===== config.mk =====
export PLATFORM = sky130hd
export DESIGN_NAME = gme_divider
export DESIGN_NICKNAME = d
export VERILOG_FILES = /design/src/design/gme_pkg.sv /design/src/design/gme_divider.sv
export SDC_FILE = /design/constraint.sdc
export NUM_CORES = 1
export LEC_CHECK = 0
export BUFFER_PORTS_ARGS = -buffer_cell sky130_fd_sc_hd__buf_2
export CORE_AREA = 2 2 244 246
export DETAILED_ROUTE_END_ITERATION = 16
export DIE_AREA = 0 0 246 248
export PLACE_DENSITY = 0.7
export RECOVER_POWER = 25
export SLEW_MARGIN = 30
export SYNTH_ARGS = -nofsm -noshare
export SYNTH_HDL_FRONTEND = slang
export SYNTH_SLANG_ARGS = --single-unit

===== constraint.sdc =====
create_clock -name clk -period 22.5 [get_ports clk]
set_input_delay 4.5 -clock clk [delete_from_list [all_inputs] [get_ports clk]]
set_output_delay 4.5 -clock clk [all_outputs]
set_load 0.01 [all_outputs]

===== src/design/gme_pkg.sv =====
package gme_pkg;

  // wide accumulator for I*W, the sum of Out_c*In_c and W*W
  localparam int AW      = 136;
  // numerator of the final division: difference shifted by 31 plus W*W
  localparam int NUMW    = AW + 32;
  // divisor and partial remainder width
  localparam int DW      = AW + 1;
  localparam int QW      = 32;
  localparam int HALF    = 32;
  localparam int OP_W    = 2 * HALF;
  localparam int LBL_W   = 6;
  localparam int NUM_LBL = 64;
  localparam int ID_W    = 7;
  localparam int WGT_W   = 16;
  localparam int STR_W   = 32;
  localparam int TD_W    = 40;

  typedef enum logic [1:0] {
    FN_CLEAR   = 2'd0,
    FN_EDGE    = 2'd1,
    FN_LABEL   = 2'd2,
    FN_COMPUTE = 2'd3
  } func_t;

  localparam logic CFG_DIRECTED  = 1'b0;
  localparam logic CFG_ONE_BASED = 1'b1;

  typedef enum logic [1:0] {
    MD_POS = 2'd0,
    MD_NEG = 2'd1,
    MD_DEN = 2'd2
  } mul_dst_t;

  // divider status toward the sequencer
  typedef struct packed {
    logic          done;
    logic          ovf;
    logic [QW-1:0] q;
  } gme_div_res_t;

endpackage


===== src/design/gme_divider.sv =====
module gme_divider (
  input  logic                   clk,
  input  logic                   rst_n,
  input  logic                   start,
  input  logic [gme_pkg::NUMW-1:0] num,
  input  logic [gme_pkg::DW-1:0]   den,
  output gme_pkg::gme_div_res_t  res
);
  import gme_pkg::*;

  localparam int CW = $clog2(NUMW + 1);

  logic            busy_r;
  logic            done_r;
  logic [CW-1:0]   cnt_r;
  logic [NUMW-1:0] num_r;
  logic [DW-1:0]   den_r;
  logic [DW-1:0]   rem_r;
  logic [QW-1:0]   q_r;
  logic            ovf_r;
  logic [DW-1:0]   trial;
  logic            ge;

  // one quotient bit per cycle, restoring
  assign trial = {rem_r[DW-2:0], num_r[NUMW-1]};
  assign ge    = (trial >= den_r);

  always_ff @(posedge clk) begin
    if (!rst_n) begin
      busy_r <= 1'b0;
      done_r <= 1'b0;
      cnt_r  <= '0;
    end else begin
      done_r <= 1'b0;
      if (start) begin
        busy_r <= 1'b1;
        cnt_r  <= CW'(NUMW);
        num_r  <= num;
        den_r  <= den;
        rem_r  <= '0;
        q_r    <= '0;
        ovf_r  <= 1'b0;
      end else if (busy_r) begin
        num_r <= {num_r[NUMW-2:0], 1'b0};
        rem_r <= ge ? (trial - den_r) : trial;
        q_r   <= {q_r[QW-2:0], ge};
        // any quotient bit above the low word means saturation
        ovf_r <= ovf_r | q_r[QW-1];
        cnt_r <= cnt_r - CW'(1);
        if (cnt_r == CW'(1)) begin
          busy_r <= 1'b0;
          done_r <= 1'b1;
        end
      end
    end
  end

  assign res.done = done_r;
  assign res.ovf  = ovf_r;
  assign res.q    = q_r;

  a_done_not_busy: assert property (@(posedge clk) disable iff (!rst_n)
    done_r |-> !busy_r) else $error("divider done while busy");
  a_den_nonzero: assert property (@(posedge clk) disable iff (!rst_n)
    busy_r |-> den_r != '0) else $error("divide by zero");
  a_done_after_busy: assert property (@(posedge clk) disable iff (!rst_n)
    $rose(done_r) |-> $past(busy_r)) else $error("done without run");

endmodule


Yosys cells after proc, flatten, opt, wreduce, memory -nomap -nowiden
Index checks and enable logic that the tools add are counted.
- add/sub/neg operators: 2
- $lt $le $gt $ge: 1
- equal/unequal tests: 1
- mux-type cells: 12
- bitwise gates (word level): 3
- reductions and logical operators: 5
- operator list (cell ; count):
    2-to-1 mux 168 bit ; 2
    2-to-1 mux 136 bit ; 2
    >= comparator 137 bit ; 1
    subtractor 136 bit ; 1
    2-to-1 mux 32 bit ; 1
    2-to-1 mux 8 bit ; 2
    equality test 8 x 1 -> 1 bit, second input constant ; 1
    subtractor 8 x 1 -> 8 bit, second input constant ; 1
    2-to-1 mux 1 bit ; 5
    AND reduction 2 bit ; 2
    OR reduction 3 bit ; 1
    inverter 1 bit ; 2
    nonzero test 2 bit ; 1
    OR reduction 2 bit ; 1
    OR 1 bit ; 1
- register bits: 484
- input port bits: 308
- output and inout bits: 34

Logic depth before layout (Yosys ltp)
Gate-level depths: netlist of run 1.
- depth after elaboration: 4
- depth in mapped cells: 16

Worst setup path after synthesis of run 1
Ideal clock, no wire load.
- path type: input to register
- start: input start
- end: register busy_r
- arrival: 13.140 ns
- data required time: 22.409 ns
- path slack: 9.269 ns
- stages: 4
- path buffers: 2
- cell sequence: clkbuf_1 -> clkbuf_1 -> o21a_1 -> o31a_1
- cells in the longest elaborated chain, start to end: 1
- RTL lines (item ; line ; RTL):
    start, declared ; gme_divider.sv:4 ; input logic start,
    2-to-1 mux 1 bit ; gme_divider.sv:35 ; if (start) begin
    end signal, assigned ; gme_divider.sv:30 ; busy_r <= 1'b0;
    end signal, assigned ; gme_divider.sv:36 ; busy_r <= 1'b1;
    end signal, assigned ; gme_divider.sv:51 ; busy_r <= 1'b0;
    end, declared ; gme_divider.sv:13 ; logic busy_r;
No other way between the ends.
A chain may end at the register's enable or synchronous reset.

Worst setup path after layout of run 1
- start: input start
- end: register rem_r[132], enable pin
- cells in the longest elaborated chain, start to end: 2
- RTL lines (item ; line ; RTL):
    nonzero test 2 bit (no line) ; -- ;
    AND reduction 2 bit (no line) ; -- ;
    end signal, assigned ; gme_divider.sv:45 ; rem_r <= ge ? (trial - den_r) : trial;
    end, declared ; gme_divider.sv:18 ; logic [DW-1:0] rem_r;
No other way between the ends.

==> flow_metrics.tcl, run 1 <==
set metrics [dict create \
    status "finished, violations left" \
    violations "max-capacitance violations, max-slew violations" \
    start_util 0.495 \
    synth_nets 3269 \
    postCtsHoldBufs 0 \
    gr-total-overflow 0 \
    cts.sinks 484 \
    worstPathCellList "clkbuf_1 > o21a_1 > buf_12 > buf_16" \
    place_ws_ns 15.24 \
    slew_violations 133 \
    synth_edf_count 474 \
    crit_start "start" \
    synth_ff_type "edfxtp_1" \
    instances_no_fill 3904 \
    clk_latency_ns 0.64 \
    grt_first_pass_wirelength_um 122000 \
    grt_setup_unrepaired "no" \
    firstDrtPassIters 5 \
    viasPerCell 5.81 \
    hold_viol 0 \
    p_int_uw 1830 \
    arrival_ns 10.34 \
    die_area_um2 61000 \
    grt_pass1_vias 22300 \
    post-place-cells 3799 \
    root_buffer "clkbuf_16" \
    post-route-drc-count 0 \
    worstPathRequired_ns 22.75 \
    grt_antenna_before_repair 18 \
    wl_um 78700 \
    first_iter_violations 1854 \
    seq_power_share 0.421 \
    clkTransAtPathRegs_ns 0.06 \
    powerDensity_nw_per_um2 79.9 \
    drv_cap 2 \
    path_delay_family "buffers and inverters" \
    clkPwrFrac 0.339 \
    wire_per_inst_um 20.1 \
    fill_cells 5111 \
    crit_path_max_incr_delay_ns 3.15 \
    setup_tns_ns 0 \
    rr_endpoint "rem_r[2]" \
    async_flop_share 0 \
    switching_power_uw 803 \
    placed_cell_area_um2 31100 \
    holdWs_ns 0.499 \
    worst_slew_pin_slew_ns 4.59 \
    fin_ws_ns 12.41 \
    dp_hpwl_um 58400 \
    final_area_um2 33000 \
    fp.dieH_um 248 \
    cts_max_level 2 \
    drive_gt1_frac 0.200 \
    grt.total_usage 0.253 \
    synth_cell_types 74 \
    gp_congestion 0.968 \
    avgSynthCellArea_um2 10.3 \
    clock_skew_ns 0.0368 \
    fin_crit_sh 0.448 \
    vias 22700 \
    portBuffers 341 \
    num_io_pins 342 \
    rr_worst_depth 16 \
    p_sw_frac 0.305 \
    fmax_mhz 99.1 \
    die-width_um 246 \
    hp-class "reg -> reg" \
    setup_viol 0 \
    power_frac_comb 0.240 \
    nNetsFinal 3530 \
    peakVddDrop_mv 0.0726 \
    ctsLongestPathBuffers 3 \
    cp.depth 4 \
    numCtsBuffers 53 \
    design.core.area_um2 58500 \
    path_buf_inv 3 \
    grt_max_degree 177 \
    syn2layout_area_growth_pct 13.9 \
    path_max_fanout 98 \
    rows 89 \
    synth_area_um2 28900 \
    period_needed_ns 10.09 \
    r2r_setup_slack_ns 16.88 \
    synth-warning-count 0 \
    ant_nets 0 \
    post_cts_buffers 0 \
    worstReg2RegStart "den_r[4]" \
    tritoncts "yes" \
    netlist_instances 2821 \
    yosysSeqAreaShare 0.499 \
    p_leak_uw 0.0130 \
    crit_type "in -> reg" \
    ys_ff_latch 484 \
    crit_slowest_cell "clkbuf_1" \
    crit_end "rem_r[132]" \
    cts_resized 0 \
    start_kind "primary input" \
    slew_headroom -2.06 \
    worst_setup_path_end_kind "flip-flop" \
]
worst min-delay path by stage:
stage | start | to | cells after the start
6_report | cnt_r[2] | cnt_r[2] | 2
5_1_grt | cnt_r[2] | cnt_r[2] | 2
4_1_cts | cnt_r[2] | cnt_r[2] | 2
2_1_floorplan | cnt_r[2] | cnt_r[2] | 2
3_3_place_gp | cnt_r[2] | cnt_r[2] | 2
3_5_place_dp | cnt_r[2] | cnt_r[2] | 2
cells by family after synthesis:
family          synth area share
compound gates             0.156
xor+xnor                  0.0360
simple gates               0.134
mux                       0.0671
flops                      0.499
fa+ha+maj                 0.0608
buf+inv                   0.0470
placed cells by master, fill, tap and decap left out, types with 8 or more instances in the layout:
master     Yosys  layout
a211oi_1      44      44
inv_1        189     189
mux2_2       168     168
o21a_1        28      27
nor2b_1       44      44
nand2_1      348     348
a21o_1        51      51
o21ai_0      128     128
edfxtp_1     474     474
o211ai_1      16      16
buf_4         11       8
o21bai_1      52      52
nand4_1       72      72
and2_1        11      10
dfxtp_1       10      10
a21oi_1      304     304
or3_1         15      15
nor2_1       168     168
clkbuf_16      0      53
nand3b_1      10      10
nor4_1        15      15
and3_1        12      12
buf_2         27     337
a21boi_0      11      11
ha_1         139     139
nand3_1       39      39
nand2b_1      11      11
a31oi_1       21      21
clkbuf_1     105      13
clkinv_1       0      11
nor3_1        40      40
xnor2_1       71      71
xor2_1        48      48
clkinv_2       0      10
and4_1        17      17
or2_2         12      12
o31ai_1       15      15
synthesized netlist by cell type, types with 17 or more instances:
cell      instances  area, µm²
inv_1           189        709
nor3_1           40        200
nor2b_1          44        275
and4_1           17        149
edfxtp_1        474      14200
nand3_1          39        195
a21oi_1         304       1520
nand4_1          72        450
buf_2            27        135
nand2_1         348       1310
a21o_1           51        383
mux2_2          168       1890
o21a_1           28        210
a31oi_1          21        131
nor2_1          168        631
o21bai_1         52        390
o21ai_0         128        641
a211oi_1         44        330
clkbuf_1        105        394
ha_1            139       1740
xor2_1           48        420
xnor2_1          71        622
worst register-to-register path: cells and delay by family (launching register included):
kind	cells	cell delay (ns)
AO/OA/AOI/OAI	7	2.36
adder cells (fa/ha/maj)	1	0.38
buffers and inverters	4	1.40
flip-flops	1	0.42
multiplexers	1	0.43
AND/OR/NAND/NOR	3	0.36
registers in the layout, indices dropped and copies added, names as in the netlist:
name and cells:
rem_r 136, done_r 1, cnt_r 8, num_r 168, q_r 32, busy_r 1
ovf_r 1, den_r 137
power groups by stage:
stage          Sequential, µW  Combinational, µW  Clock (µW)
2_1_floorplan            1130                455           0
3_3_place_gp             1120                611           0
3_5_place_dp             1130                620           0
4_1_cts                  1110                624         914
5_1_grt                  1120                699         946
6_report                 1110                632         892
layer usage:
layer	GRT usage	vias to the layer above	share of wire
met4	0.0831	26	0.031
met2	0.411	749	0.46
met3	0.0557	150	0.074
li1	-	10900	-
met1	0.336	10900	0.43
met5	0	-	0.0018
layout make-up:
| class | count | area, µm² | share of cell area |
|---|---|---|---|
| flip-flops and latches | 484 | 14400 | 0.438 |
| multi-input cells | 1995 | 13200 | 0.399 |
| repair buffers | 357 | 1890 | 0.0572 |
| clock buffers | 64 | 1390 | 0.0421 |
| well taps | 773 | 967 | 0.0294 |
| inverters | 191 | 717 | 0.0218 |
| clock inverters | 35 | 394 | 0.0120 |
| diodes | 5 | 12.5 | 0.000380 |
metrics by stage:
stage                      util  power, µW
final                     0.564       2630
after global routing      0.564       2760
after CTS                 0.563       2650
after detailed placement  0.533       1750
after global placement    0.532       1740
after floorplan               -       1580
Note: power is estimated with default switching activity, not from simulation.
==> run 2, diff against run 1 <==
Settings changed: ABC_AREA from default to 1, CORE_AREA 2 2 244 246 to 2 2 265 267, DIE_AREA 0 0 246 248 to 0 0 267 269, PLACE_DENSITY 0.7 to 0.69.
Clock period 22.5 ns to 9.3 ns, I/O delays scaled along.
==> run 2 against run 1 <==
  * The run still ends with max-capacitance violations, max-slew violations left
  * Utilization decreased by 0.98 points
  * Largest power group unchanged
  * Global-route usage increased by 7.7 points
  * Hold slack got worse by 0.0098 ns
==> flow_metrics.tcl, run 2 <==
set metrics [dict create \
    cts_resized 0 \
    synth_top_area_share 0.416 \
    setup_viol 0 \
    hp-start "cnt_r[7]" \
    worst_slew_pin_slew_ns 3.87 \
    fp.dieH_um 269 \
    ctsLongestPathBuffers 3 \
    clk_latency_ns 0.66 \
    peakVddDrop_mv 0.161 \
    busiest_layer "met2" \
    firstDrtPassIters 6 \
    slew_violations 165 \
    synth_area_leaders "edfxtp_1 (42%), nand2_1 (24%), inv_1 (11%)" \
    power_frac_comb 0.344 \
    final_area_um2 38400 \
    vias 31800 \
    die_area_um2 71800 \
    grt_antenna_before_repair 9 \
    switching_power_uw 2800 \
    post-route-drc-count 0 \
    gr-total-overflow 0 \
    met3_usage 0.0544 \
    p_int_uw 4570 \
    worstReg2RegStart "rem_r[104]" \
    drv_cap 2 \
    p_sw_frac 0.380 \
    largest_reg_flops 168 \
    setup_tns_ns 0 \
    min_to "cnt_r[7]" \
    rr_endpoint "rem_r[115]" \
    ys_ff_latch 484 \
    design.core.area_um2 69300 \
    grt.total_usage 0.330 \
    grt_util_met2 0.514 \
    placed_cell_area_um2 36700 \
    nNetsFinal 5823 \
    clock_skew_ns 0.0466 \
    grt_pass1_vias 29600 \
    synth_nets 5504 \
    start_util 0.494 \
    grt_first_pass_wirelength_um 177000 \
    clkPwrFrac 0.280 \
    wl_um 120000 \
    grt_setup_unrepaired "no" \
    synth-warning-count 0 \
    mostFrequentLayoutCells "nand2_1 (2157), inv_1 (1034), nor2_1 (584)" \
    yosysTopAreaCell "edfxtp_1" \
    synth_cell_types 44 \
    place_ws_ns 5.10 \
    rr_worst_depth 14 \
    cts.sinks 484 \
    fin_crit_sh 0.677 \
    clkTransAtPathRegs_ns 0.06 \
    synth_edf_count 474 \
    ant_nets 0 \
    top_register "num_r" \
    tritoncts "yes" \
    drive_gt1_frac 0.0818 \
    slew_headroom -1.58 \
    grt_max_degree 195 \
    reg_top3 "num_r x168, den_r x137, rem_r x136" \
    first_iter_violations 3015 \
    worst_setup_path_end_kind "flip-flop" \
    worstPathRequired_ns 9.55 \
    grt_use_met1 0.474 \
    powerDensity_nw_per_um2 192 \
    synth_ff_type "edfxtp_1" \
    final_common_cell "nand2_1" \
    hold_viol 0 \
    arrival_ns 6.55 \
    num_io_pins 342 \
    instances_no_fill 6360 \
    path_max_fanout 121 \
    dp_hpwl_um 97000 \
    viasPerCell 5.00 \
    post_cts_buffers 0 \
    fmax_mhz 159 \
    die-width_um 267 \
    netlist_instances 5056 \
    yosysSeqAreaShare 0.422 \
    async_flop_share 0 \
    avgSynthCellArea_um2 6.77 \
    whs_path_depth 2 \
    seq_power_share 0.377 \
    hp-class "reg -> reg" \
    cts_max_level 2 \
    synth_area_um2 34200 \
    post-place-cells 6260 \
    syn2layout_area_growth_pct 12.2 \
    rows 97 \
    synth_most_common_cell "nand2_1" \
    gp_congestion 1.04 \
    wire_per_inst_um 18.9 \
    postCtsHoldBufs 0 \
    violations "max-capacitance violations, max-slew violations" \
    crit_type "in -> reg" \
    numCtsBuffers 52 \
    portBuffers 341 \
    status "finished, violations left" \
    ys_top_cells_by_count "nand2_1 (2157), inv_1 (1035), nor2_1 (584)" \
    root_buffer "clkbuf_16" \
    fin_ws_ns 3.00 \
    start_kind "primary input" \
    period_needed_ns 6.30 \
    r2r_setup_slack_ns 5.01 \
    p_leak_uw 0.0208 \
]
==> run 2: cell families (layout without fill, tap and decap cells) <==
| group | Yosys count | in the layout | synth area share |
|---|---|---|---|
| buf+inv | 1132 | 1489 | 0.129 |
| compound gates | 275 | 275 | 0.0412 |
| fa+ha+maj | 140 | 140 | 0.0514 |
| simple gates | 2947 | 2947 | 0.337 |
| flops | 484 | 484 | 0.422 |
| other cells | 0 | 7 | 0 |
| xor+xnor | 78 | 78 | 0.0200 |
==> run 2: cell type report <==
class,count,area [µm²]
clock buffer,64,1350
tap,940,1180
fill,7017,30900
sequential,484,14400
inverter,1046,3950
antenna,7,17.5
multi-input combinational,3440,15400
clock inverter,28,292
timing repair buffer,351,1800
==> run 2: stage by stage <==
stage / utilization / hold slack (ns) / power, µW
after floorplan: - / 0.427 / 4470
after global placement: 0.530 / 0.455 / 5260
after detailed placement: 0.530 / 0.461 / 5280
after CTS: 0.554 / 0.484 / 7340
after global routing: 0.554 / 0.498 / 7750
final: 0.554 / 0.489 / 7370
==> run 2: worst max-delay path by stage <==
stage	start	cells after the start	to	slack, ns
floorplan	start	4	num_r[0]	2.27
finish	start	5	rem_r[33]	3.00
CTS	rem_r[58]	14	rem_r[23]	5.34
detailed placement	start	4	rem_r[35]	5.10
global placement	start	4	num_r[140]	5.05
global route	start	5	rem_r[33]	2.55
==> run 2: power by group through the flow <==
| stage | Sequential [µW] | Combinational (µW) | Clock (µW) |
|---|---|---|---|
| after detailed placement | 2810 | 2460 | 0 |
| after floorplan | 2820 | 1660 | 0 |
| after global placement | 2810 | 2450 | 0 |
| final | 2780 | 2530 | 2060 |
| after CTS | 2770 | 2480 | 2090 |
| after global routing | 2800 | 2790 | 2170 |
==> run 2: metal layers <==
layer  routed length, µm  part of all wire  vias up
li1                    -                 -    15900
met1               55000              0.46    14500
met2               51700              0.43     1208
met3                9880             0.082      149
met4                3390             0.028        6
met5                  32           0.00027        -
==> run 2: critical path, cell delays in order <==
cell and delay, ns:
clkbuf_1 0.86, nand2_1 0.34, nand2_1 2.45, buf_12 0.36, buf_16 0.49
